[src/rtl/core/mf3_pkg.sv]
// Shared constants, types and register codes of the 3x3 RGB median filter.
package mf3_pkg;

  // Channel and pixel widths; a pixel is blue in the low byte, red in the high byte
  localparam int unsigned CH_W  = 8;
  localparam int unsigned N_CH  = 3;
  localparam int unsigned PIX_W = CH_W * N_CH;

  // Frame size limits
  localparam int unsigned MAX_WIDTH  = 2048;
  localparam int unsigned MAX_HEIGHT = 4095;
  localparam int unsigned COL_W      = $clog2(MAX_WIDTH);
  localparam int unsigned ROW_W      = $clog2(MAX_HEIGHT + 1);

  // Configuration registers
  localparam int unsigned CFG_W  = 12;
  localparam int unsigned IDX_W  = 1;
  localparam int unsigned WID_W  = (CFG_W > COL_W + 1) ? CFG_W : COL_W + 1;
  localparam int unsigned HGT_W  = (CFG_W > ROW_W) ? CFG_W : ROW_W;
  localparam logic [CFG_W-1:0] IMAGE_WIDTH_RESET  = CFG_W'(640);
  localparam logic [CFG_W-1:0] IMAGE_HEIGHT_RESET = CFG_W'(480);

  typedef enum logic [IDX_W-1:0] {
    REG_IMAGE_WIDTH  = 1'b0,
    REG_IMAGE_HEIGHT = 1'b1
  } mf3_reg_e;

  // Stream widths
  localparam int unsigned IN_TDATA_W  = ((PIX_W + 7) / 8) * 8;
  localparam int unsigned OUT_TDATA_W = ((PIX_W + ROW_W + COL_W + 7) / 8) * 8;

  typedef struct packed {
    logic [CH_W-1:0] red;
    logic [CH_W-1:0] green;
    logic [CH_W-1:0] blue;
  } mf3_pix_t;

  // Per-pixel bookkeeping that travels with the pixel down the pipeline
  typedef struct packed {
    logic             emit;
    logic             last;
    logic [ROW_W-1:0] row;
    logic [COL_W-1:0] col;
  } mf3_meta_t;

  typedef struct packed {
    logic             last;
    logic [COL_W-1:0] col;
    logic [ROW_W-1:0] row;
    mf3_pix_t         med;
  } mf3_res_t;

endpackage

[src/rtl/core/mf3_window.sv]
// 3x3 window registers and the pipelined per-channel median network.
module mf3_window import mf3_pkg::*; (
  input  logic      clk_i,
  input  logic      rst_ni,
  input  logic      en_i,
  input  logic      valid_i,
  input  mf3_pix_t  pix_i,
  input  mf3_pix_t  up_i,
  input  mf3_pix_t  mid_i,
  input  mf3_meta_t meta_i,
  output logic      res_valid_o,
  output mf3_res_t  res_o
);

  typedef logic [2:0][CH_W-1:0] trio_t;

  function automatic logic [CH_W-1:0] min2(logic [CH_W-1:0] a, logic [CH_W-1:0] b);
    return (a < b) ? a : b;
  endfunction

  function automatic logic [CH_W-1:0] max2(logic [CH_W-1:0] a, logic [CH_W-1:0] b);
    return (a < b) ? b : a;
  endfunction

  function automatic logic [CH_W-1:0] med3(logic [CH_W-1:0] a, logic [CH_W-1:0] b,
                                           logic [CH_W-1:0] c);
    return max2(min2(a, b), min2(max2(a, b), c));
  endfunction

  // Sorted triple, lowest in element 0
  function automatic trio_t sort3(logic [CH_W-1:0] a, logic [CH_W-1:0] b,
                                  logic [CH_W-1:0] c);
    trio_t t;
    t[0] = min2(min2(a, b), c);
    t[1] = med3(a, b, c);
    t[2] = max2(max2(a, b), c);
    return t;
  endfunction

  // Window: rows top..bottom, columns left..right, k = row*3 + col
  mf3_pix_t  win_q [9];
  logic      win_valid_q, m1_valid_q, m2_valid_q;
  mf3_meta_t win_meta_q, m1_meta_q, m2_meta_q;
  logic [CH_W-1:0] med [N_CH];

  always_ff @(posedge clk_i or negedge rst_ni) begin
    if (!rst_ni) begin
      for (int k = 0; k < 9; k++) begin
        win_q[k] <= '0;
      end
    end else if (en_i && valid_i) begin
      for (int k = 0; k < 3; k++) begin
        win_q[k*3]   <= win_q[k*3+1];
        win_q[k*3+1] <= win_q[k*3+2];
      end
      win_q[2] <= up_i;
      win_q[5] <= mid_i;
      win_q[8] <= pix_i;
    end
  end

  // Only interior pixels travel on through the median stages
  always_ff @(posedge clk_i or negedge rst_ni) begin
    if (!rst_ni) begin
      win_valid_q <= 1'b0;
      m1_valid_q  <= 1'b0;
      m2_valid_q  <= 1'b0;
    end else if (en_i) begin
      win_valid_q <= valid_i && meta_i.emit;
      m1_valid_q  <= win_valid_q;
      m2_valid_q  <= m1_valid_q;
    end
  end

  always_ff @(posedge clk_i) begin
    if (en_i) begin
      if (valid_i) begin
        win_meta_q <= meta_i;
      end
      m1_meta_q <= win_meta_q;
      m2_meta_q <= m1_meta_q;
    end
  end

  // Median of nine: sort rows, then max of lows, median of mids, min of highs
  for (genvar ch = 0; ch < N_CH; ch++) begin : g_ch
    trio_t           m1_q [3];
    logic [CH_W-1:0] m2_q [3];

    always_ff @(posedge clk_i) begin
      if (en_i) begin
        for (int r = 0; r < 3; r++) begin
          m1_q[r] <= sort3(win_q[r*3][ch*CH_W +: CH_W], win_q[r*3+1][ch*CH_W +: CH_W],
                           win_q[r*3+2][ch*CH_W +: CH_W]);
        end
        m2_q[0] <= max2(max2(m1_q[0][0], m1_q[1][0]), m1_q[2][0]);
        m2_q[1] <= med3(m1_q[0][1], m1_q[1][1], m1_q[2][1]);
        m2_q[2] <= min2(min2(m1_q[0][2], m1_q[1][2]), m1_q[2][2]);
      end
    end

    assign med[ch] = med3(m2_q[0], m2_q[1], m2_q[2]);
  end

  assign res_valid_o   = m2_valid_q;
  assign res_o.last    = m2_meta_q.last;
  assign res_o.col     = m2_meta_q.col;
  assign res_o.row     = m2_meta_q.row;
  assign res_o.med.blue  = med[0];
  assign res_o.med.green = med[1];
  assign res_o.med.red   = med[2];

  // A result always centers on an interior pixel
  assert property (@(posedge clk_i) disable iff (!rst_ni)
    res_valid_o |-> (res_o.row != '0) && (res_o.col != '0))
    else $error("median result centered on a border pixel");

endmodule

[config.mk]
export PLATFORM = sky130hd
export DESIGN_NAME = mf3_window
export DESIGN_NICKNAME = d
export VERILOG_FILES = /design/src/rtl/core/mf3_pkg.sv /design/src/rtl/core/mf3_window.sv
export SDC_FILE = /design/constraint.sdc
export NUM_CORES = 2
export LEC_CHECK = 0
export BUFFER_PORTS_ARGS = -buffer_cell sky130_fd_sc_hd__buf_2
export CELL_PAD_IN_SITES_DETAIL_PLACEMENT = 0
export CELL_PAD_IN_SITES_GLOBAL_PLACEMENT = 2
export CORE_UTILIZATION = 46
export CTS_BUF_LIST = sky130_fd_sc_hd__clkbuf_2 sky130_fd_sc_hd__clkbuf_4 sky130_fd_sc_hd__clkbuf_8
export CTS_CLUSTER_SIZE = 30
export DETAILED_ROUTE_END_ITERATION = 6
export PLACE_DENSITY = 0.95
export SLEW_MARGIN = 5
export SYNTH_ARGS = -nofsm -noshare
export SYNTH_HDL_FRONTEND = slang
export SYNTH_SLANG_ARGS = --single-unit
[constraint.sdc]
create_clock -name clk_i -period 11.9 [get_ports clk_i]
set_clock_uncertainty 0.1 [all_clocks]
set_input_delay 2.38 -clock clk_i [delete_from_list [all_inputs] [get_ports clk_i]]
set_output_delay 2.38 -clock clk_i [all_outputs]
set_load 0.005 [all_outputs]
; Yosys cells after proc, flatten, opt, wreduce, memory -nomap -nowiden
; Memory sizes are Yosys's and may differ from the RTL's.
; Cells that the tools add are included.
; W data, S select, Z words.
[op_classes]
order_cmp = 66
n_mux = 92
n_reduce_logical = 3
[op_table]
columns = op, n
row1 = $mux W8, 90
row2 = $lt A8 B8 Y1, 66
row3 = $logic_and A1 B1 Y1, 2
row4 = $mux W1, 2
row5 = $reduce_and A2 Y1, 1
[word_totals]
reg_bits = 291
mem_bits_rw = 288
output_inout_bits = 49
elab_cells = 206
mem_count = 6
[memory_table]
columns = name, words, width, read_ports, rd_clocked_by_memory_dff, wr, line
row1 = g_ch[0].m1_q, 3, 24, 3, 0, 3, mf3_window.sv:87  ; trio_t m1_q [3];
row2 = g_ch[1].m1_q, 3, 24, 3, 0, 3, mf3_window.sv:87
row3 = g_ch[2].m1_q, 3, 24, 3, 0, 3, mf3_window.sv:87
row4 = g_ch[0].m2_q, 3, 8, 3, 0, 3, mf3_window.sv:88  ; logic [CH_W-1:0] m2_q [3];
row5 = g_ch[1].m2_q, 3, 8, 3, 0, 3, mf3_window.sv:88
row6 = g_ch[2].m2_q, 3, 8, 3, 0, 3, mf3_window.sv:88

; Logic depth before layout (Yosys ltp)
[logic_depth]
depth_word = 6
mapped_depth = 28
ltp_nobuf = 24

; Worst setup path before layout
; Ideal clock, no wire load.
[synth_timing]
path_type = reg2out
start = mem g_ch[0].m2_q[0][6]
end = out res_o[0] (netlist bit)
arrival_ps = 5211
path_slack_ps = 4209
path_stages_with_launch = 23
cell_sequence = edfxtp_1 ha_1 nand3_1 or4_1 o221a_1 buf_2 buf_2 mux2_2 ha_1 a21oi_1 o21ai_0 a2111oi_0 a21o_1 buf_2 mux2i_1 ha_1 a21o_1 a21o_1 a21oi_1 o2111a_1 a31oi_2 or3_1 and3_1
[synth_rtl]
columns = element, line
row1 = start: declaration, mf3_window.sv:88
row2 = end: declaration, mf3_window.sv:12  ; output mf3_res_t res_o

==> flow_metrics.py <==
metrics = {
    "sta": {
        "tns_ns": 0,
        "timing.final.max_slew_violations": 0,
        "finalSetupViolCount": 0,
        "timing_limited_maximum_frequency_ghz": 0.104,
        "slew_at_the_pin_with_the_worst_max_slew_slack_ns": 1.01,
        "minimum_clock_period_after_layout_ns": 9.58,
        "hold_violations": 0,
        "layout_worst_path_cycle_share_pct": 80.5,
        "max_slew_headroom_at_the_worst_pin_pct": 32.6,
        "grt_setup_unrepaired": "false",
    },
    "synthesis": {
        "synthesis.area_mm2": 0.0393,
        "synth_top_area_share_pct": 27.5,
        "synth_top_area_cell": "edfxtp_1",
        "synth_async_sr_flop_share_pct": 37.8,
        "synth_most_common_cell": "nand2_1",
        "synthesis.area_per_instance_um2": 9.86,
        "netlist-cell-type-count": 81,
        "mapped_cells": 3988,
        "postSynth.topFlopCell": "edfxtp_1",
        "synth.cells.most_frequent": "nand2_1, o21ai_0, ha_1",
        "ys_top_cells_by_area": "edfxtp_1, ha_1, dfrtp_1",
        "mappedNetlistNets": 4551,
        "postSynthRegisterBits": 579,
        "seq_area_frac_synth_pct": 41.4,
        "synth_enable_flop_cells": 360,
        "synthesis_warning_total": 0,
    },
    "clocking": {
        "clockBufferDepth": 3,
        "post_cts_gate_resize_count": 0,
        "clkSlewWorstSetupHoldPaths_ns": 0.06,
        "postCtsHoldBufs": 0,
        "clock_latency_ns": 0.77,
        "count_of_buffers_added_by_post_cts_timing_repair_for_setup": 0,
        "clk_root_buffer_cell": "clkbuf_8",
        "clock_sinks": 579,
        "tritoncts": "yes",
        "cts_buffers": 103,
        "cts_max_level": 3,
    },
    "setup_path": {
        "setup.worst_path.start_class": "register",
        "critPathKind": "register to output pin",
        "path_max_fanout": 27,
        "arrival_ns": 7.10,
        "critical_path.endpoint_type": "output pin",
        "critPathRequiredTime_ns": 9.42,
    },
    "flow_run": {
        "drv_cap": 0,
    },
    "detailed_routing": {
        "drt_pass1_iterations": 7,
        "dr_total_vias": 29100,
        "vias_cell": 5.43,
        "drc_violations_left": 0,
        "wl_per_cell_um": 18.4,
        "initial_drc_count": 1679,
        "ant_nets": 0,
        "routed_wirelength_mm": 98.3,
    },
    "global_routing": {
        "grt_pass1_wl_mm": 157,
        "grt-ovfl-total": 0,
        "first_global_vias": 28300,
        "pin_count_of_the_biggest_net_entering_global_routing": 106,
        "grt_usage_pct": 22.9,
        "grt_antenna_before_repair": 7,
    },
    "floorplan": {
        "core_area_mm2": 0.0841,
        "rows": 106,
        "i_o_pin_total": 150,
        "fp.dieW_um": 294,
        "dieHeight_um": 294,
        "initial_core_utilization_pct": 46.8,
        "die_area_mm2": 0.0867,
    },
    "cells_and_area": {
        "flow.area_growth_from_synthesis_pct": 10.3,
        "final_layout_size_suffix_gt1_share_pct": 15.0,
        "finish.net_count": 4688,
    },
    "placement": {
        "dp.final_hpwl_mm": 74.0,
        "portBuffers": 149,
        "gp_congestion": 0.882,
    },
    "worst_hold_path": {
        "holdCritPathClass": "register to register",
    },
    "outcome": {
        "outcome": "complete, no violations",
    },
}
worst paths after layout:
path	slack, ns	depth (start not counted)	end	startpoint
worst min register to register	0.31	0	res_o[31]	m1_meta_q[18]
worst min-delay path	0.31	0	res_o[31]	m1_meta_q[18]
worst max-delay path	2.32	19	res_o[0]	g_ch[0].m2_q[0][0]
min in group asynchronous	1.52	1	win_q[7]	rst_ni
max in group asynchronous	8.65	2	win_q[178]	rst_ni
worst max register to register	5.04	18	g_ch[0].m2_q[0][8]	g_ch[0].m1_q[0][9]
registers in the layout (all words and copies together) (netlist names):
| signal | cells |
|---|---|
| win_q | 216 |
| win_valid_q | 1 |
| m1_meta_q | 24 |
| res_valid_o | 1 |
| m1_valid_q | 1 |
| g_ch.m1_q | 216 |
| win_meta_q | 24 |
| res_o | 24 |
| g_ch.m2_q | 72 |
per-stage QoR:
stage | setup WS [ns] | std cells | hold slack, ns | util, % | cell area (um2)
2_1_floorplan | 4.21 | 3988 | 0.300 | - | 39300
3_3_place_gp | 3.18 | 5154 | 0.300 | 48.8 | 41000
3_5_place_dp | 3.12 | 5154 | 0.305 | 48.8 | 41000
4_1_cts | 2.26 | 5348 | 0.315 | 51.6 | 43400
5_1_grt | 1.81 | 5350 | 0.322 | 51.6 | 43400
6_report | 2.32 | 5351 | 0.314 | 51.6 | 43400
placed cells by master (no fill, tap or decap), types with 19 or more instances in the layout:
master     instances
a2111oi_0         19
a211oi_1          22
a21o_1            74
a21oi_1          206
buf_2            147
buf_4             21
clkbuf_4          27
clkbuf_8         110
clkinv_1          20
dfrtp_1          219
edfxtp_1         360
ha_1             462
inv_1            392
mux2_2           223
mux2i_1          170
nand2_1          491
nand2b_1          34
nand3_1           34
nand4_1           40
nor2_1           190
nor2b_1           49
nor3_1            30
o21a_1            30
o21ai_0          484
o21ai_1           61
metal layers:
metal / GRT usage, % / share of wire, % / vias to the layer above
met3: 3.08 / 3.5 / 149
met5: 0 / 0.035 / -
met2: 37.3 / 46 / 491
li1: - / - / 14700
met1: 31.5 / 47 / 13700
met4: 6.91 / 2.7 / 6
cells by family after synthesis:
family / share of synthesized area [%]
AOI/OAI and AO/OA: 17.2
adders and majority gates: 14.7
buffers and inverters: 5.39
DFF: 41.4
muxes: 10.7
and+or+nand+nor: 10.5
area by class of cell:
| cell class | count | area [um2] |
|---|---|---|
| clock buffer | 137 | 1720 |
| antenna | 3 | 7.51 |
| inverter | 393 | 1480 |
| timing repair buffer | 170 | 923 |
| multi-input combinational | 2878 | 20900 |
| tap | 1134 | 1420 |
| clock inverter | 57 | 622 |
| fill | 7918 | 40700 |
| sequential | 579 | 16300 |
worst max-delay path: stages (launching register included):
cell	delay (ns)
edfxtp_1	0.48
nand2b_1	0.21
a2111oi_1	0.50
o221a_1	0.91
mux2_2	0.44
ha_1	0.30
a21oi_1	0.14
o21ai_0	0.15
a2111oi_0	0.56
a21o_1	0.45
mux2i_1	0.29
ha_1	0.28
a21o_1	0.19
a21o_1	0.17
a21oi_1	0.16
o2111a_1	0.22
a31oi_2	0.26
or3_1	0.38
and3_1	0.15
buf_2	0.12
Power is left out: the tool's default activity adds up to more than one toggle a clock period on the data nets, which glitch-free logic cannot reach.
