**config.mk**
```make
export PLATFORM = sky130hd
export DESIGN_NAME = mf3_raster
export DESIGN_NICKNAME = d
export VERILOG_FILES = /design/src/rtl/core/mf3_pkg.sv /design/src/rtl/core/mf3_raster.sv
export SDC_FILE = /design/constraint.sdc
export NUM_CORES = 1
export LEC_CHECK = 0
export BUFFER_PORTS_ARGS = -buffer_cell sky130_fd_sc_hd__buf_2
export CAP_MARGIN = 20
export CORE_ASPECT_RATIO = 1.2
export CORE_MARGIN = 3
export CORE_UTILIZATION = 36
export DETAILED_ROUTE_END_ITERATION = 10
export HOLD_SLACK_MARGIN = 0.08
export PLACE_DENSITY = 0.59
export SYNTH_ARGS = -nofsm -noshare
export SYNTH_HDL_FRONTEND = slang
export SYNTH_SLANG_ARGS = --single-unit
```
**constraint.sdc**
```tcl
create_clock -name clk_i -period 15.65 [get_ports clk_i]
set_input_delay 1.565 -clock clk_i [delete_from_list [all_inputs] [get_ports clk_i]]
set_output_delay 1.565 -clock clk_i [all_outputs]
set_load 0.005 [all_outputs]
```
**src/rtl/core/mf3_pkg.sv**
```systemverilog
// Shared constants, types and register codes of the 3x3 RGB median filter.
package mf3_pkg;

  // Channel and pixel widths; a pixel is blue in the low byte, red in the high byte
  localparam int unsigned CH_W  = 8;
  localparam int unsigned N_CH  = 3;
  localparam int unsigned PIX_W = CH_W * N_CH;

  // Frame size limits
  localparam int unsigned MAX_WIDTH  = 2048;
  localparam int unsigned MAX_HEIGHT = 4095;
  localparam int unsigned COL_W      = $clog2(MAX_WIDTH);
  localparam int unsigned ROW_W      = $clog2(MAX_HEIGHT + 1);

  // Configuration registers
  localparam int unsigned CFG_W  = 12;
  localparam int unsigned IDX_W  = 1;
  localparam int unsigned WID_W  = (CFG_W > COL_W + 1) ? CFG_W : COL_W + 1;
  localparam int unsigned HGT_W  = (CFG_W > ROW_W) ? CFG_W : ROW_W;
  localparam logic [CFG_W-1:0] IMAGE_WIDTH_RESET  = CFG_W'(640);
  localparam logic [CFG_W-1:0] IMAGE_HEIGHT_RESET = CFG_W'(480);

  typedef enum logic [IDX_W-1:0] {
    REG_IMAGE_WIDTH  = 1'b0,
    REG_IMAGE_HEIGHT = 1'b1
  } mf3_reg_e;

  // Stream widths
  localparam int unsigned IN_TDATA_W  = ((PIX_W + 7) / 8) * 8;
  localparam int unsigned OUT_TDATA_W = ((PIX_W + ROW_W + COL_W + 7) / 8) * 8;

  typedef struct packed {
    logic [CH_W-1:0] red;
    logic [CH_W-1:0] green;
    logic [CH_W-1:0] blue;
  } mf3_pix_t;

  // Per-pixel bookkeeping that travels with the pixel down the pipeline
  typedef struct packed {
    logic             emit;
    logic             last;
    logic [ROW_W-1:0] row;
    logic [COL_W-1:0] col;
  } mf3_meta_t;

  typedef struct packed {
    logic             last;
    logic [COL_W-1:0] col;
    logic [ROW_W-1:0] row;
    mf3_pix_t         med;
  } mf3_res_t;

endpackage

```
**src/rtl/core/mf3_raster.sv**
```systemverilog
// Configuration registers and raster row/column tracking of the median filter.
module mf3_raster import mf3_pkg::*; (
  input  logic             clk_i,
  input  logic             rst_ni,
  input  logic             cfg_we_i,
  input  logic [IDX_W-1:0] cfg_idx_i,
  input  logic [CFG_W-1:0] cfg_wdata_i,
  input  logic             accept_i,
  output logic [COL_W-1:0] rd_addr_o,
  output mf3_meta_t        meta_o
);

  logic [CFG_W-1:0] width_q, height_q;
  logic [COL_W-1:0] col_q, col_d;
  logic [ROW_W-1:0] row_q, row_d;

  logic [WID_W-1:0] w, c_inc;
  logic [HGT_W-1:0] h, r_pre, r_inc;
  logic             col_wrap;
  logic [COL_W-1:0] c0;
  logic [ROW_W-1:0] r0;

  // Config writes
  always_ff @(posedge clk_i or negedge rst_ni) begin
    if (!rst_ni) begin
      width_q  <= IMAGE_WIDTH_RESET;
      height_q <= IMAGE_HEIGHT_RESET;
    end else if (cfg_we_i) begin
      unique case (mf3_reg_e'(cfg_idx_i))
        REG_IMAGE_WIDTH:  width_q  <= cfg_wdata_i;
        REG_IMAGE_HEIGHT: height_q <= cfg_wdata_i;
        default:          width_q  <= width_q;
      endcase
    end
  end

  // Clamp the frame size into the supported range
  always_comb begin
    if (width_q == '0) begin
      w = WID_W'(1);
    end else if (WID_W'(width_q) > WID_W'(MAX_WIDTH)) begin
      w = WID_W'(MAX_WIDTH);
    end else begin
      w = WID_W'(width_q);
    end
    if (height_q == '0) begin
      h = HGT_W'(1);
    end else if (HGT_W'(height_q) > HGT_W'(MAX_HEIGHT)) begin
      h = HGT_W'(MAX_HEIGHT);
    end else begin
      h = HGT_W'(height_q);
    end
  end

  // Position of this pixel; counters may sit past a bound after a resize
  always_comb begin
    col_wrap = WID_W'(col_q) >= w;
    c0       = col_wrap ? '0 : col_q;
    r_pre    = col_wrap ? HGT_W'(row_q) + HGT_W'(1) : HGT_W'(row_q);
    r0       = (r_pre >= h) ? '0 : ROW_W'(r_pre);
  end

  // Advance to the next pixel
  always_comb begin
    c_inc = WID_W'(c0) + WID_W'(1);
    r_inc = HGT_W'(r0) + HGT_W'(1);
    if (c_inc >= w) begin
      col_d = '0;
      row_d = (r_inc >= h) ? '0 : ROW_W'(r_inc);
    end else begin
      col_d = COL_W'(c_inc);
      row_d = r0;
    end
  end

  always_ff @(posedge clk_i or negedge rst_ni) begin
    if (!rst_ni) begin
      col_q <= '0;
      row_q <= '0;
    end else if (accept_i) begin
      col_q <= col_d;
      row_q <= row_d;
    end
  end

  // Interior pixels emit a result centered one row up and one column left
  always_comb begin
    rd_addr_o   = c0;
    meta_o.emit = (r0 >= ROW_W'(2)) && (c0 >= COL_W'(2));
    meta_o.last = (HGT_W'(r0) == h - HGT_W'(1)) && (WID_W'(c0) == w - WID_W'(1));
    meta_o.row  = r0 - ROW_W'(1);
    meta_o.col  = c0 - COL_W'(1);
  end

endmodule

```
Yosys cells after proc, flatten, opt, wreduce, memory -nomap -nowiden. Cells that the tools add are included.

Flip-flop bits (word level): 47. Bits in latches: 0. Bits in writable memories: 0. ROM bits: 0. Bits of input ports: 17. Memories: 0.

Add/subtract/negate cells: 7. Multipliers: 0. Div/mod/pow operators: 0. Magnitude comparators: 8. Eq/ne operators: 2. Shifts and indexed selects: 0. Muxes and demuxes: 10. Bitwise logic cells: 1. Reductions and logical operators: 6.

Operators by type and width (count): $mux W12 (8); $ge A12 B12 Y1 (3); $sub A12 B1 Y12 const B (3); $add A12 B1 Y12 const B (2); $gt A12 B12 Y1 const B (2); $logic_not A12 Y1 (2); $mux W11 (2); $add A11 B1 Y12 const B (1); $eq A11 B12 Y1 (1); $eq A12 B12 Y1 (1); $ge A11 B12 Y1 (1); $ge A12 B2 Y1 const B (1); $ge A11 B2 Y1 const B (1); $sub A11 B1 Y11 const B (1); $reduce_and A2 Y1 (2); $logic_and A1 B1 Y1 (2); $not A1 Y1 (1).

Logic depth before layout (Yosys ltp). Gate-level depths: netlist (run 1).

Word-level depth: 11. Mapped depth: 32. Depth with buffers taken out: 28.

Least setup slack after synthesis (run 1). OpenSTA, ideal clock, no wires.

Kind: reg2out. From: reg width_q[3]. To: out meta_o[23] (netlist name). Arrival: 5.381 ns. Slack: 8.704 ns. Stages on the path, launching flop included: 28. Buffers on the path: 4. Path through: dfrtp_1 > buf_6 > or4_1 > buf_2 > nor4_4 > o21ai_0 > inv_1 > ha_1 > nor2b_1 > o21ai_1 > a21oi_4 > buf_2 > nand2_1 > mux2i_1 > inv_1 > ha_1 > nand2_1 > o21ai_1 > a21oi_1 > o21ai_0 > clkbuf_1 > nor2_1 > ha_1 > o211a_1 > o221ai_1 > nor4b_2 > nand4_1 > a2111oi_2.

RTL lines: from (decl) (RTL line mf3_raster.sv:13) `logic [CFG_W-1:0] width_q, height_q;`; from (signal assigned) (RTL line mf3_raster.sv:30) `REG_IMAGE_WIDTH: width_q <= cfg_wdata_i;`; from (signal assigned) (RTL line mf3_raster.sv:32) `default: width_q <= width_q;`; to (decl) (RTL line mf3_raster.sv:10) `output mf3_meta_t meta_o`.

==> results of run 1 <==
-- final cells by class --
cell class              instances  area share [%]
multi-input cells             603            67.9
flip-flops and latches         47            18.3
repair buffers                 57            4.60
well taps                     208            4.02
inverters                      48            2.79
clock buffers                   5            1.93
clock inverters                 3           0.484
-- synth_stat cells (4+ instances only) --
master,count
sky130_fd_sc_hd__or3_1,5
sky130_fd_sc_hd__o21a_1,6
sky130_fd_sc_hd__a41oi_1,6
sky130_fd_sc_hd__a221oi_1,4
sky130_fd_sc_hd__nor2b_1,12
sky130_fd_sc_hd__a211oi_1,9
sky130_fd_sc_hd__nor3_1,23
sky130_fd_sc_hd__mux2i_1,10
sky130_fd_sc_hd__a22oi_1,4
sky130_fd_sc_hd__and2_1,6
sky130_fd_sc_hd__a22o_1,4
sky130_fd_sc_hd__a21oi_2,5
sky130_fd_sc_hd__nor4_1,7
sky130_fd_sc_hd__nand3_1,31
sky130_fd_sc_hd__a31oi_1,9
sky130_fd_sc_hd__mux2_2,25
sky130_fd_sc_hd__or2_2,4
sky130_fd_sc_hd__xor2_1,15
sky130_fd_sc_hd__or4_1,6
sky130_fd_sc_hd__clkbuf_1,21
sky130_fd_sc_hd__nand2_1,57
sky130_fd_sc_hd__nand2b_1,8
sky130_fd_sc_hd__o31ai_1,9
sky130_fd_sc_hd__nand4_1,13
sky130_fd_sc_hd__ha_1,55
sky130_fd_sc_hd__dfrtp_1,41
sky130_fd_sc_hd__xnor2_1,37
sky130_fd_sc_hd__o21ai_1,6
sky130_fd_sc_hd__o21ai_0,40
sky130_fd_sc_hd__o211ai_1,11
sky130_fd_sc_hd__buf_2,11
sky130_fd_sc_hd__and3_1,9
sky130_fd_sc_hd__nand3b_1,5
sky130_fd_sc_hd__inv_1,46
sky130_fd_sc_hd__a21oi_1,23
sky130_fd_sc_hd__nor2_1,61
sky130_fd_sc_hd__dfstp_2,6
sky130_fd_sc_hd__a21o_1,5
-- registers in the layout (all words and copies together), names as in the netlist --
| name | cells |
|---|---|
| row_q | 12 |
| width_q | 12 |
| col_q | 11 |
| height_q | 12 |
-- cells in the final DEF, fill, tap and decap left out, types with 7 or more instances in the layout --
master	Yosys	layout
sky130_fd_sc_hd__inv_1	46	46
sky130_fd_sc_hd__a21oi_1	23	23
sky130_fd_sc_hd__nor2b_1	12	12
sky130_fd_sc_hd__nand2b_1	8	8
sky130_fd_sc_hd__nor4_1	7	7
sky130_fd_sc_hd__nand2_1	57	57
sky130_fd_sc_hd__buf_2	11	52
sky130_fd_sc_hd__o211ai_1	11	11
sky130_fd_sc_hd__mux2i_1	10	10
sky130_fd_sc_hd__and3_1	9	9
sky130_fd_sc_hd__o31ai_1	9	9
sky130_fd_sc_hd__xnor2_1	37	37
sky130_fd_sc_hd__a211oi_1	9	9
sky130_fd_sc_hd__dfrtp_1	41	41
sky130_fd_sc_hd__xor2_1	15	15
sky130_fd_sc_hd__nand4_1	13	13
sky130_fd_sc_hd__mux2_2	25	25
sky130_fd_sc_hd__o21ai_0	40	40
sky130_fd_sc_hd__nand3_1	31	31
sky130_fd_sc_hd__a31oi_1	9	9
sky130_fd_sc_hd__ha_1	55	55
sky130_fd_sc_hd__nor3_1	23	23
sky130_fd_sc_hd__nor2_1	61	61
-- where the power goes --
| group | total [mW] | switching [mW] | internal (mW) |
|---|---|---|---|
| sequential | 0.217 | 0.0646 | 0.153 |
| combinational | 0.883 | 0.537 | 0.346 |
| clock | 0.121 | 0.0584 | 0.0623 |
-- layer usage --
metal | wire length [microns] | vias to the layer above
met5 | 0 | -
met4 | 673 | 0
met3 | 826 | 35
met2 | 8850 | 175
met1 | 8380 | 2769
li1 | - | 2780
-- per-stage QoR --
step	area (sq um)	util, %	hold WS (ns)	worst slack [ns]	instances
after floorplan	5920	-	0.479	8.70	736
after detailed placement	6300	39.7	0.502	7.02	962
after CTS	6460	40.7	0.519	6.66	970
after global routing	6470	40.7	0.550	5.84	971
after global placement	6300	39.7	0.493	7.10	962
final	6470	40.7	0.517	6.59	971
-- kinds of logic after synthesis --
logic type	Yosys count
AOI/OAI and AO/OA	191
muxes	36
xor gates and xnor gates	55
adders and majority gates	55
buffers and inverters	86
DFF	47
and+or+nand+nor	266
-- worst paths after layout --
check	slack, ns	from	cells after the start	endpoint
setup / recovery	6.59	width_q[3]	25	meta_o[23]
hold / removal	0.52	height_q[9]	1	height_q[9]
setup reg to reg	6.89	width_q[3]	27	row_q[3]
hold reg to reg	0.52	height_q[9]	1	height_q[9]
max in group asynchronous	13.83	rst_ni	2	height_q[11]
min in group asynchronous	1.37	rst_ni	2	col_q[2]
-- critical path, delay by kind of cell (launching register included) --
family | cells | cell delay [ns]
AOI/OAI and AO/OA | 10 | 2.63
adders and majority gates | 3 | 0.61
buffers and inverters | 4 | 0.62
DFF | 1 | 0.49
muxes | 1 | 0.40
and+or+nand+nor | 7 | 2.41
==> reports/results.tsv, run 1 <==
metric	value	unit
CTS Buf Count	5	
insertion delay to the later sink of the worst-skew pair	0.31	ns
die area	18000	sq um
Fin Clk Skew	0.00848	ns
highest net fanout along the worst path	15	
global-route met1 utilization	28.0	%
post-synthesis adder-cell area fraction	11.6	%
DR pass1 iterations	5	
number of buffer cells added on primary ports	52	
post-synthesis average cell area	8.05	sq um
Clk pin slew, worst setup/hold paths	0.08	ns
Syn Inst Count	736	
fillers	1700	
crit path max-delay cell type	sky130_fd_sc_hd__a21oi_1	
relative slew slack	33.3	%
Placeable Area	15900	sq um
WL per Instance	19.3	microns
area taken by multi-input logic gates	4390	sq um
number of clock sinks	47	
estimated wirelength of the detail-placed design	14.8	mm
Antenna Cells	0	
Placer Congestion	0.889	
most numerous cell on the critical path	sky130_fd_sc_hd__ha_1	
endpoint type of the worst setup path	primary output	
area fraction in compound gates after synthesis	23.5	%
EDFF count, synth	0	
maximum number of buffers from clock root to sink	2	
Tmin final	9.06	ns
count of instances resized after the clock tree is built	0	
# H-tree levels	2	
# DRC	0	
warnings from Yosys	0	
nature of the critical path startpoint	flip-flop	
classification of the worst-slack hold path	reg2reg	
basic-gate share of the synthesized area counting and, or, nand and nor cells	23.7	%
fraction of synthesized area in multiplexers	6.68	%
number of hold violations in the final report	0	
number of DRC markers in iteration 0	550	
global-route congestion overflow total	0	
met2 layer usage reported by global route	33.1	%
worst vdd rail ir drop	61.2	uV
leak pwr	2.74	nW
number of buffers added for setup after CTS	0	
layer carrying the most global-route usage	met2	
leading area contributor after synthesis	sky130_fd_sc_hd__dfrtp_1	
main flop type after synthesis	sky130_fd_sc_hd__dfrtp_1	
Final Total Pwr	1.22	mW
Storage cell area	1180	sq um
routed wire length	18.7	mm
met3 capacity usage during global routing	3.68	%
Synth top area share	17.3	%
ratio of final minimum period to clock period	57.9	%
Area growth, synth to finish	9.21	%
ys async rst share	100	%
vias per cell	5.93	
All-Layer GR Usage	20.9	%
Seq/Total Area, Yosys	20.0	%
nets@finish	834	
horizontal die dimension	123	microns
number of slew-limit violations in the final report	0	
pwr/cell area	189	nW/um^2
Worst Tran Pin Value	0.988	ns
number of setup violations in the final report	0	
die extent in y	146	microns
Req. time, crit path	14.09	ns
combinational family with the most area after synthesis	simple AND/OR/NAND/NOR gates	
TritonCTS clock tree	yes	
first-pass GRT wire length	29.7	mm
antenna-violating nets left	0	
clk root buf	sky130_fd_sc_hd__clkbuf_16	
setup_tns	0	ns
top cells by area, synth	sky130_fd_sc_hd__dfrtp_1, sky130_fd_sc_hd__ha_1, sky130_fd_sc_hd__xnor2_1	
number of hold-repair buffers added at the cts stage	0	
f_max	0.110	GHz
result of the run	finished, final reports clean	
number of flip-flops and latches in the synthesized netlist	47	
RSZ-0062 raised after global routing	false	
xor and xnor fraction of the mapped netlist area	8.62	%
critical path's largest stage delay	0.76	ns
Initial Util	37.3	%
antenna violations before repair	0	
MaxCap Viol Count	0	
synthesized net count	808	
number of global-route vias before repair	5338	
critical path type	reg2out	
number of different library cells in the post-synthesis netlist	90	
arrival time at the worst endpoint	7.49	ns
Cell Rows	50	
ratio of cells with drive above 1 in the final layout	17.4	%
count of vias placed by the detailed router	5759	
largest net degree at the start of global routing	48	
synthesized cell area	5920	sq um
number of top-level pins	53	
No activity file was read; power rests on OpenSTA's default activity.
==> run 2: changes to the inputs <==
--- a/config.mk
+++ b/config.mk
@@ -5,6 +5,7 @@
 export SDC_FILE = /design/constraint.sdc
 export NUM_CORES = 1
 export LEC_CHECK = 0
+export ABC_AREA = 1
 export BUFFER_PORTS_ARGS = -buffer_cell sky130_fd_sc_hd__buf_2
 export CAP_MARGIN = 20
 export CORE_ASPECT_RATIO = 1.2
@@ -12,7 +13,7 @@
 export CORE_UTILIZATION = 36
 export DETAILED_ROUTE_END_ITERATION = 10
 export HOLD_SLACK_MARGIN = 0.08
-export PLACE_DENSITY = 0.59
+export PLACE_DENSITY = 0.61
 export SYNTH_ARGS = -nofsm -noshare
 export SYNTH_HDL_FRONTEND = slang
 export SYNTH_SLANG_ARGS = --single-unit
==> constraint.sdc (replaced) <==
create_clock -name clk_i -period 7.5 [get_ports clk_i]
set_input_delay 0.75 -clock clk_i [delete_from_list [all_inputs] [get_ports clk_i]]
set_output_delay 0.75 -clock clk_i [all_outputs]
set_load 0.005 [all_outputs]
==> run 2 against run 1 <==
  * Clock skew increased by 0.0022 ns
  * Routed wire length fell by 5.8%
  * Synthesized area shrank 6.2%
  * Synthesized cell count is 18% higher
  * Non-clock buffer count is 1 lower
  * Sequential power rose by 74%
  * Via count down 2.1%
  * Sequential share of layout area is 0.87 points higher
  * Clock-buffer cell count did not move
  * Hold slack lost 0.013 ns
==> reports/results.tsv, run 2 <==
metric	value	unit
TritonCTS clock tree	yes	
All-Layer GR Usage	20.8	%
DR pass1 iterations	5	
post-synthesis average cell area	6.38	sq um
number of DRC markers in iteration 0	572	
EDFF count, synth	0	
nature of the critical path startpoint	flip-flop	
Initial Util	37.0	%
most instantiated library cell after synthesis	sky130_fd_sc_hd__nand2_1	
MaxCap Viol Count	0	
number of buffers added for setup after CTS	0	
main flop type after synthesis	sky130_fd_sc_hd__dfrtp_1	
Synth top area share	18.5	%
classification of the worst-slack hold path	reg2reg	
commonest cells after routing, fill and taps aside	sky130_fd_sc_hd__nand2_1, sky130_fd_sc_hd__inv_1, sky130_fd_sc_hd__nor2_1	
number of hold-repair buffers added at the cts stage	0	
clk root buf	sky130_fd_sc_hd__clkbuf_16	
arrival time at the worst endpoint	6.90	ns
ratio of final minimum period to clock period	88.8	%
WL per Instance	15.7	microns
Syn Inst Count	871	
leading area contributor after synthesis	sky130_fd_sc_hd__dfrtp_1	
number of global-route vias before repair	5152	
antenna violations before repair	0	
# H-tree levels	2	
launch point of the worst hold path	width_q[10]	
proportion of power drawn by the clock network	8.1	%
RSZ-0062 raised after global routing	false	
synthesized cell area	5550	sq um
Req. time, crit path	7.74	ns
Internal Pwr Total	1.29	mW
number of slew-limit violations in the final report	0	
f_max	0.150	GHz
first-pass GRT wire length	28.0	mm
insertion delay to the later sink of the worst-skew pair	0.31	ns
Placer Congestion	0.965	
ys async rst share	100	%
Placeable Area	15000	sq um
largest net degree at the start of global routing	48	
Seq/Total Area, Yosys	21.3	%
endpoint type of the worst setup path	flip-flop	
Finished Core Util	41.1	%
critical path's largest stage delay	0.46	ns
sequential group share of total power	12.3	%
Fin Clk Skew	0.0107	ns
fraction of power consumed by combinational cells	79.6	%
vias per cell	5.01	
Area growth, synth to finish	11.2	%
Tmin final	6.66	ns
nets@finish	993	
NetSw	1.78	mW
count of vias placed by the detailed router	5636	
Clk pin slew, worst setup/hold paths	0.08	ns
critical path type	reg2reg	
CTS Buf Count	5	
global-route congestion overflow total	0	
pwr/cell area	498	nW/um^2
worst hold-check slack	0.504	ns
synthesized net count	943	
number of different library cells in the post-synthesis netlist	47	
number of setup violations in the final report	0	
highest net fanout along the worst path	21	
Cell Rows	49	
antenna-violating nets left	0	
most common library cell in the layout ignoring fill and taps	sky130_fd_sc_hd__nand2_1	
Antenna Cells	0	
estimated wirelength of the detail-placed design	14.5	mm
switching fraction of total power	57.9	%
routed wire length	17.6	mm
horizontal die dimension	119	microns
origin of the critical flop-to-flop path	width_q[2]	
crit path max-delay cell type	sky130_fd_sc_hd__dfrtp_1	
number of buffer cells added on primary ports	52	
worst vdd rail ir drop	190	uV
top cells by area, synth	sky130_fd_sc_hd__dfrtp_1, sky130_fd_sc_hd__nand2_1, sky130_fd_sc_hd__ha_1	
setup_tns	0	ns
relative slew slack	56.2	%
most numerous cell on the critical path	sky130_fd_sc_hd__nand2_1	
leak pwr	3.42	nW
fillers	1628	
top cells by instance count after synthesis	sky130_fd_sc_hd__nand2_1, sky130_fd_sc_hd__inv_1, sky130_fd_sc_hd__nor2_1	
result of the run	finished, final reports clean	
leading registers by flop count	height_q (12), row_q (12), width_q (12)	
number of clock sinks	47	
die area	17000	sq um
maximum number of buffers from clock root to sink	2	
Worst Tran Pin Value	0.656	ns
warnings from Yosys	0	
number of top-level pins	53	
number of hold violations in the final report	0	
ratio of cells with drive above 1 in the final layout	13.3	%
number of flip-flops and latches in the synthesized netlist	47	
launching element of the worst setup path	width_q[2]	
die extent in y	142	microns
# DRC	0	
==> run 2: cells by family (layout without fill, tap and decap cells) <==
group           count (synthesis)  after routing  share of synthesized area (%)
xor+xnor                       38             38                           5.99
fa+ha+maj                      55             55                           12.4
simple gates                  460            460                           37.1
compound gates                108            108                           11.5
flops                          47             47                           21.3
buf+inv                       163            214                           11.6
==> run 2: power groups by stage <==
stage,sequential (mW),clock [mW],combinational [mW]
after floorplan,0.356,0,1.63
after global placement,0.380,0,2.42
after detailed placement,0.380,0,2.41
after CTS,0.376,0.253,2.42
after global routing,0.385,0.262,2.73
final,0.378,0.249,2.45
==> run 2: metrics by stage <==
| stage | setup slack [ns] | total power [mW] | cell area, sq um | instances |
|---|---|---|---|---|
| final | 0.840 | 3.07 | 6170 | 1126 |
| after global routing | 0.137 | 3.38 | 6170 | 1126 |
| after CTS | 0.495 | 3.05 | 6170 | 1126 |
| after detailed placement | 0.577 | 2.79 | 6010 | 1118 |
| after global placement | 0.669 | 2.80 | 6010 | 1118 |
| after floorplan | 1.82 | 1.98 | 5550 | 871 |
==> run 2: timing repair <==
item                                   CTS  global route
gates resized for setup                  0             2
setup endpoints to repair                0            11
endpoints found under the hold margin    0             0
==> run 2: metal layers <==
| layer | share of wire [%] | GRT usage (%) | vias to the layer above |
|---|---|---|---|
| met5 | 0 | 0 | - |
| li1 | - | - | 2888 |
| met4 | 2.8 | 7.24 | 0 |
| met2 | 46 | 34.3 | 193 |
| met3 | 5.6 | 1.91 | 33 |
| met1 | 45 | 28.6 | 2522 |
==> run 2: critical path, delay by kind of cell (launching register included) <==
kind / cells / cell delay (ns)
AOI/OAI and AO/OA: 2 / 0.25
buffers and inverters: 6 / 0.74
DFF: 1 / 0.46
adders and majority gates: 4 / 1.41
and+or+nand+nor: 26 / 3.73
==> run 2: final cells by class <==
cell class / instances / area [sq um] / share of cell area [%]
inverters: 150 / 563 / 9.12
clock inverters: 3 / 28.8 / 0.466
clock buffers: 5 / 125 / 2.03
repair buffers: 56 / 290 / 4.70
flip-flops and latches: 47 / 1180 / 19.2
well taps: 204 / 255 / 4.13
multi-input cells: 661 / 3730 / 60.4
==> run 2: path summary, 6_finish.rpt <==
path | end | slack [ns] | cells past startpoint
worst min register to register | width_q[10] | 0.50 | 2
min in group asynchronous | row_q[3] | 0.54 | 2
max in group asynchronous | height_q[1] | 6.50 | 2
worst min-delay path | width_q[10] | 0.50 | 2
worst max-delay path | row_q[9] | 0.84 | 38
worst max register to register | row_q[9] | 0.84 | 38
